`src/sv/mdc_mod_unit.sv`:
```
// ----------------------------------------------------------------------------
// mdc_mod_unit
// Home line of a missing address: (address / 4) mod LINES by reciprocal
// multiply, quotient back-multiply and one correcting subtract.
// ----------------------------------------------------------------------------
module mdc_mod_unit #(
   parameter int LINES = 64
) (
   input  logic                       clock,
   input  logic                       reset,
   input  logic                       start,
   input  logic [31:0]                address,
   output logic                       done,
   output logic [$clog2(LINES)-1:0]   remainder
);
   localparam int LW = $clog2(LINES);
   localparam logic [29:0] DIVISOR = 30'(LINES);
   localparam logic [29:0] RECIP   = 30'((64'd1 << 30) / LINES);

   logic [29:0]   x_ff, x_in;
   logic [29:0]   q_ff, q_in;
   logic [29:0]   qd_ff, qd_in;
   logic [LW-1:0] rem_ff, rem_in;
   logic [1:0]    cnt_ff, cnt_in;
   logic          busy_ff, busy_in;
   logic          done_ff, done_in;
   logic [59:0]   prod;
   logic [29:0]   diff;
   logic [29:0]   fix;

   // estimated quotient is exact or one short; one subtract corrects it
   always_comb begin
      prod = 60'(x_ff) * 60'(RECIP);
      diff = x_ff - qd_ff;
      fix  = (diff >= DIVISOR) ? (diff - DIVISOR) : diff;
   end

   // advance multiply, back-multiply and correct, in that order
   always_comb begin
      x_in    = x_ff;
      q_in    = q_ff;
      qd_in   = qd_ff;
      rem_in  = rem_ff;
      cnt_in  = cnt_ff;
      busy_in = busy_ff;
      done_in = done_ff;
      if (start) begin
         x_in    = address[31:2];
         cnt_in  = '0;
         busy_in = 1'b1;
         done_in = 1'b0;
      end else if (busy_ff) begin
         cnt_in = cnt_ff + 2'd1;
         if (cnt_ff == 2'd0) begin
            q_in = prod[59:30];
         end else if (cnt_ff == 2'd1) begin
            qd_in = q_ff * DIVISOR;
         end else begin
            rem_in  = fix[LW-1:0];
            busy_in = 1'b0;
            done_in = 1'b1;
         end
      end
   end

   always_ff @(posedge clock) begin
      if (reset) begin
         busy_ff <= 1'b0;
         done_ff <= 1'b0;
         cnt_ff  <= '0;
      end else begin
         busy_ff <= busy_in;
         done_ff <= done_in;
         cnt_ff  <= cnt_in;
      end
      x_ff   <= x_in;
      q_ff   <= q_in;
      qd_ff  <= qd_in;
      rem_ff <= rem_in;
   end

   assign done      = done_ff;
   assign remainder = rem_ff;

endmodule

```
`config.mk`:
```
export PLATFORM = sky130hd
export DESIGN_NAME = mdc_mod_unit
export DESIGN_NICKNAME = d
export VERILOG_FILES = /design/src/sv/mdc_mod_unit.sv
export SDC_FILE = /design/constraint.sdc
export NUM_CORES = 1
export LEC_CHECK = 0
export ABC_AREA = 1
export BUFFER_PORTS_ARGS = -buffer_cell sky130_fd_sc_hd__buf_2
export CAP_MARGIN = 20
export CELL_PAD_IN_SITES_DETAIL_PLACEMENT = 0
export CELL_PAD_IN_SITES_GLOBAL_PLACEMENT = 1
export CORE_MARGIN = 3
export CORE_UTILIZATION = 27
export DETAILED_ROUTE_END_ITERATION = 6
export GPL_TIMING_DRIVEN = 0
export PLACE_DENSITY = 0.83
export SYNTH_ARGS = -nofsm -noshare
export SYNTH_HDL_FRONTEND = slang
export SYNTH_SLANG_ARGS = --single-unit
```
`constraint.sdc`:
```
create_clock -name clock -period 2.04 [get_ports clock]
set_clock_uncertainty 0.2 [all_clocks]
set_input_delay 0.306 -clock clock [delete_from_list [all_inputs] [get_ports clock]]
set_output_delay 0.306 -clock clock [all_outputs]
set_load 0.005 [all_outputs]
```
Word-level counts from Yosys, hierarchy flattened
Cells that the tools add are included.

Input bits: 35. Output and inout port bits: 7. Bits in registers: 88. Word-level logic and storage cells: 26.

Bitwise operators: 3. $add $sub $neg: 3. Reductions and logical operators: 6. Magnitude comparators: 1. Equal/unequal tests: 1. Muxes and demuxes: 5.

Operator list (number): greater-or-equal comparator 30 x 7 -> 1 bit, second input constant (1); subtractor 30 bit (1); AND reduction 4 bit (2); 2-to-1 mux 6 bit (1); AND reduction 3 bit (2); subtractor 6 x 1 -> 6 bit, second input constant (1); 2-to-1 mux 1 bit (4); inverter 1 bit (3); adder 2 x 1 -> 2 bit, second input constant (1); equality test 2 x 1 -> 1 bit, second input constant (1); logical NOT 2 bit (1); OR reduction 2 bit (1).

Depth between registers and ports, before layout
Depth after elaboration: 5. Mapped depth: 5. Depth with buffers taken out: 5.

Least setup slack after synthesis
Ideal clock, no wire load.

Kind: register to register. Start point: register cnt_ff[0]. End point: register rem_ff[0] (netlist: remainder[0]), enable pin. Buffers on the path: 0. Data arrival time: 1.035 ns. Path slack: 0.455 ns. Setup time: 0.350 ns. Cell stages (with the launch flop): 6. Period minus slack after synthesis: 1.585 ns. Cells stage by stage: dfxtp_1 -> inv_1 -> ha_1 -> nor2_1 -> nand2_1 -> nor2_1.

Cells in the longest elaborated chain, start to end: 3. Elaborated cells on any way between the ends: 5.

RTL lines: start, declared (line 24) `logic [1:0] cnt_ff, cnt_in;`; start signal, assigned (line 74) `cnt_ff <= cnt_in;`; equality test 2 x 1 -> 1 bit / logical NOT 2 bit (equally long branches) (line 56, 54); inverter 1 bit (no source line); AND reduction 4 bit (no source line) (*); end signal, assigned (line 79) `rem_ff <= rem_in;`; end, declared (line 23) `logic [LW-1:0] rem_ff, rem_in;`.

Every way passes the cells marked *; elsewhere a longest branch is shown, timed or not. A chain may end at the register's enable or synchronous reset.

Final worst setup path
Start point: register cnt_ff[0]. End point: register rem_ff[4] (netlist: remainder[4]), enable pin.

Same word-level chain as after synthesis.

==> impl_metrics.env <==
export IMPL_grt_overflow_total=0
export IMPL_r2r_start="cnt_ff[0]"
export IMPL_synthSimpleGateAreaFrac_pct=6.31
export IMPL_pre_cts_ws_ns=0.264
export IMPL_clock_path_buffers=2
export IMPL_vdd_ir_drop_worst_mv=0.278
export IMPL_first_pass_iters=3
export IMPL_fp_row_count=15
export IMPL_synth_top_family_by_area="compound AO/OA/AOI/OAI gates"
export IMPL_p_int_uw=459
export IMPL_switchingPower_uw=107
export IMPL_timing_final_max_slew_violations=0
export IMPL_fin_crit_ns=1.77
export IMPL_root_buffer="clkbuf_4"
export IMPL_ys_types=10
export IMPL_hold_viol=0
export IMPL_reg2reg_slack_ns=0.27
export IMPL_numCtsBuffers=3
export IMPL_dp_hpwl_microns=590
export IMPL_routabilityCongestion=0.628
export IMPL_p_total_uw=566
export IMPL_syn_inst=36
export IMPL_endpoint_kind="flop"
export IMPL_synth_xor_area_share_pct=0
export IMPL_fmax_mhz=566
export IMPL_cts_setup_buffers=0
export IMPL_stdcell_area_sq_um=748
export IMPL_place_inst=76
export IMPL_tightest_slew_ns=0.481
export IMPL_cts_tree="done"
export IMPL_layout_setup_ws_ns=0.274
export IMPL_finalSetupTns_ns=0
export IMPL_synthMuxAreaShare_pct=0
export IMPL_period_share_pct=86.6
export IMPL_cp_max_fo=6
export IMPL_insertion_delay_ns=0.27
export IMPL_die_h_microns=51.4
export IMPL_grt_start_max_net_pins=10
export IMPL_layout_drive_gt1_share_pct=36.1
export IMPL_setup_viol=0
export IMPL_hold_buffers=5
export IMPL_cts_sinks=16
export IMPL_grt_pass1_wl_mm=1.25
export IMPL_antenna_found_initial=0
export IMPL_status="finished clean"
export IMPL_grt_pass1_vias=327
export IMPL_hold_class="in2reg"
export IMPL_start_util_pct=30.2
export IMPL_swShare_pct=18.9
export IMPL_synth_fa_ha_area_share_pct=4.50
export IMPL_drt_antenna_violating_nets=0
export IMPL_timing_rr_end="remainder[4]"
export IMPL_cp_data_required_time_ns=1.76
export IMPL_htree_levels=1
export IMPL_crit_start="cnt_ff[0]"
export IMPL_post_cts_resized=0
export IMPL_power_frac_clock_pct=28.9
export IMPL_diodes=0
export IMPL_worst_hold_startpoint="address[3]"
export IMPL_critPathArrivalTime_ns=1.49
export IMPL_drc=0
export IMPL_p_leak_nw=0.287
export IMPL_ys_seq_area_share_pct=79.3
export IMPL_core_area_sq_um=1840
export IMPL_routed_wl_microns=821
export IMPL_ys_ff_latch=16
export IMPL_ios=42
export IMPL_drtIter0Drc=3
export IMPL_synth_warning_count=0
export IMPL_via_per_inst=4.05
export IMPL_fp_dieArea_sq_um=2640
export IMPL_maxSlewHeadroom_pct=67.8
export IMPL_vias=348
export IMPL_power_frac_seq_pct=65.3
export IMPL_worstSetupPathType="reg2reg"
export IMPL_power_frac_comb_pct=5.8
export IMPL_cellPowerDensity_nw_per_um2=756
export IMPL_synth_compound_area_share_pct=6.53
export IMPL_finalNonFillerCells=86
export IMPL_finalNetCount=99
export IMPL_grt_setup_unrepaired="false"
export IMPL_crit_path_start_kind="flop"
export IMPL_synth_avg_cell_area_sq_um=15.4
export IMPL_die_width_microns=51.4
export IMPL_syn_num_nets=73
export IMPL_port_buffers=15
export IMPL_max_cap_violations=0
export IMPL_syn_area_sq_um=556
export IMPL_r2r_cells=5
export IMPL_area_delta_synth_final_pct=34.7
export IMPL_whs_ns=0.0280
export IMPL_fin_util_pct=40.7
export IMPL_dpl_cell_area_sq_um=662
export IMPL_wire_per_inst_microns=9.55
export IMPL_endpoint="remainder[4]"
export IMPL_grtUsageTotal_pct=7.06
export IMPL_clk_pin_slew_ns=0.08
==> cell type report <==
class | count | area [sq um]
clock buffers | 4 | 26.3
repair buffers | 21 | 135
flip-flops and latches | 16 | 440
well taps | 25 | 31.3
fillers | 197 | 1090
multi-input cells | 15 | 96.3
inverters | 5 | 18.8
==> state kept, by name, summed over array words and instances (netlist names) <==
name,flops
remainder,6
x_ff,6
cnt_ff,2
busy_ff,1
done,1
==> power groups by stage <==
stage | logic [mW] | registers (mW) | clock network (mW)
finish | 0.0331 | 0.369 | 0.163
global route | 0.0376 | 0.371 | 0.186
CTS | 0.0319 | 0.370 | 0.174
detailed placement | 0.0244 | 0.377 | 0
global placement | 0.0239 | 0.376 | 0
floorplan | 0.0110 | 0.376 | 0
==> critical path, cell delays in order, from the launching register on <==
cell	delay [ns]
dfxtp_1	0.37
inv_1	0.07
ha_1	0.21
nor2_1	0.10
nand2_1	0.08
nor2_1	0.39
==> worst min-delay path by stage <==
stage | to | slack, ns | cells past startpoint
after detailed placement | remainder[0] | 0.20 | 0
after floorplan | busy_ff | 0.18 | 1
after global placement | remainder[4] | 0.20 | 0
final | x_ff[1] | 0.03 | 1
after CTS | x_ff[4] | 0.0005 | 1
after global routing | x_ff[1] | 0.006 | 1
==> kinds of logic after synthesis <==
family	Yosys count
buf+inv	5
compound gates	5
simple gates	8
fa+ha+maj	2
flops	16
==> layout by cell type (no fill, tap or decap), drive strengths merged <==
cell type	n
buf	15
edfxtp	12
dlygate4sd3	6
inv	5
nand2	5
dfxtp	4
a21oi	4
clkbuf	4
nor2	2
ha	2
o21ai	1
or2	1
==> routing by layer <==
metal	vias up	part of all wire, %	global-route usage (%)
met2	14	45	9.11
met4	0	3.3	10.5
met1	161	43	8.46
met3	2	8.6	0.583
met5	-	0	0
li1	171	-	-
==> synth_stat cells <==
cell type,number,area (sq um)
ha_1,2,25.0
o21ai_0,1,5.00
dfxtp_1,4,80.1
nand2_1,5,18.8
a21oi_2,3,26.3
inv_1,5,18.8
or2_4,1,8.76
nor2_1,2,7.51
edfxtp_1,12,360
a21oi_1,1,5.00
(Power assumes the default switching activity.)
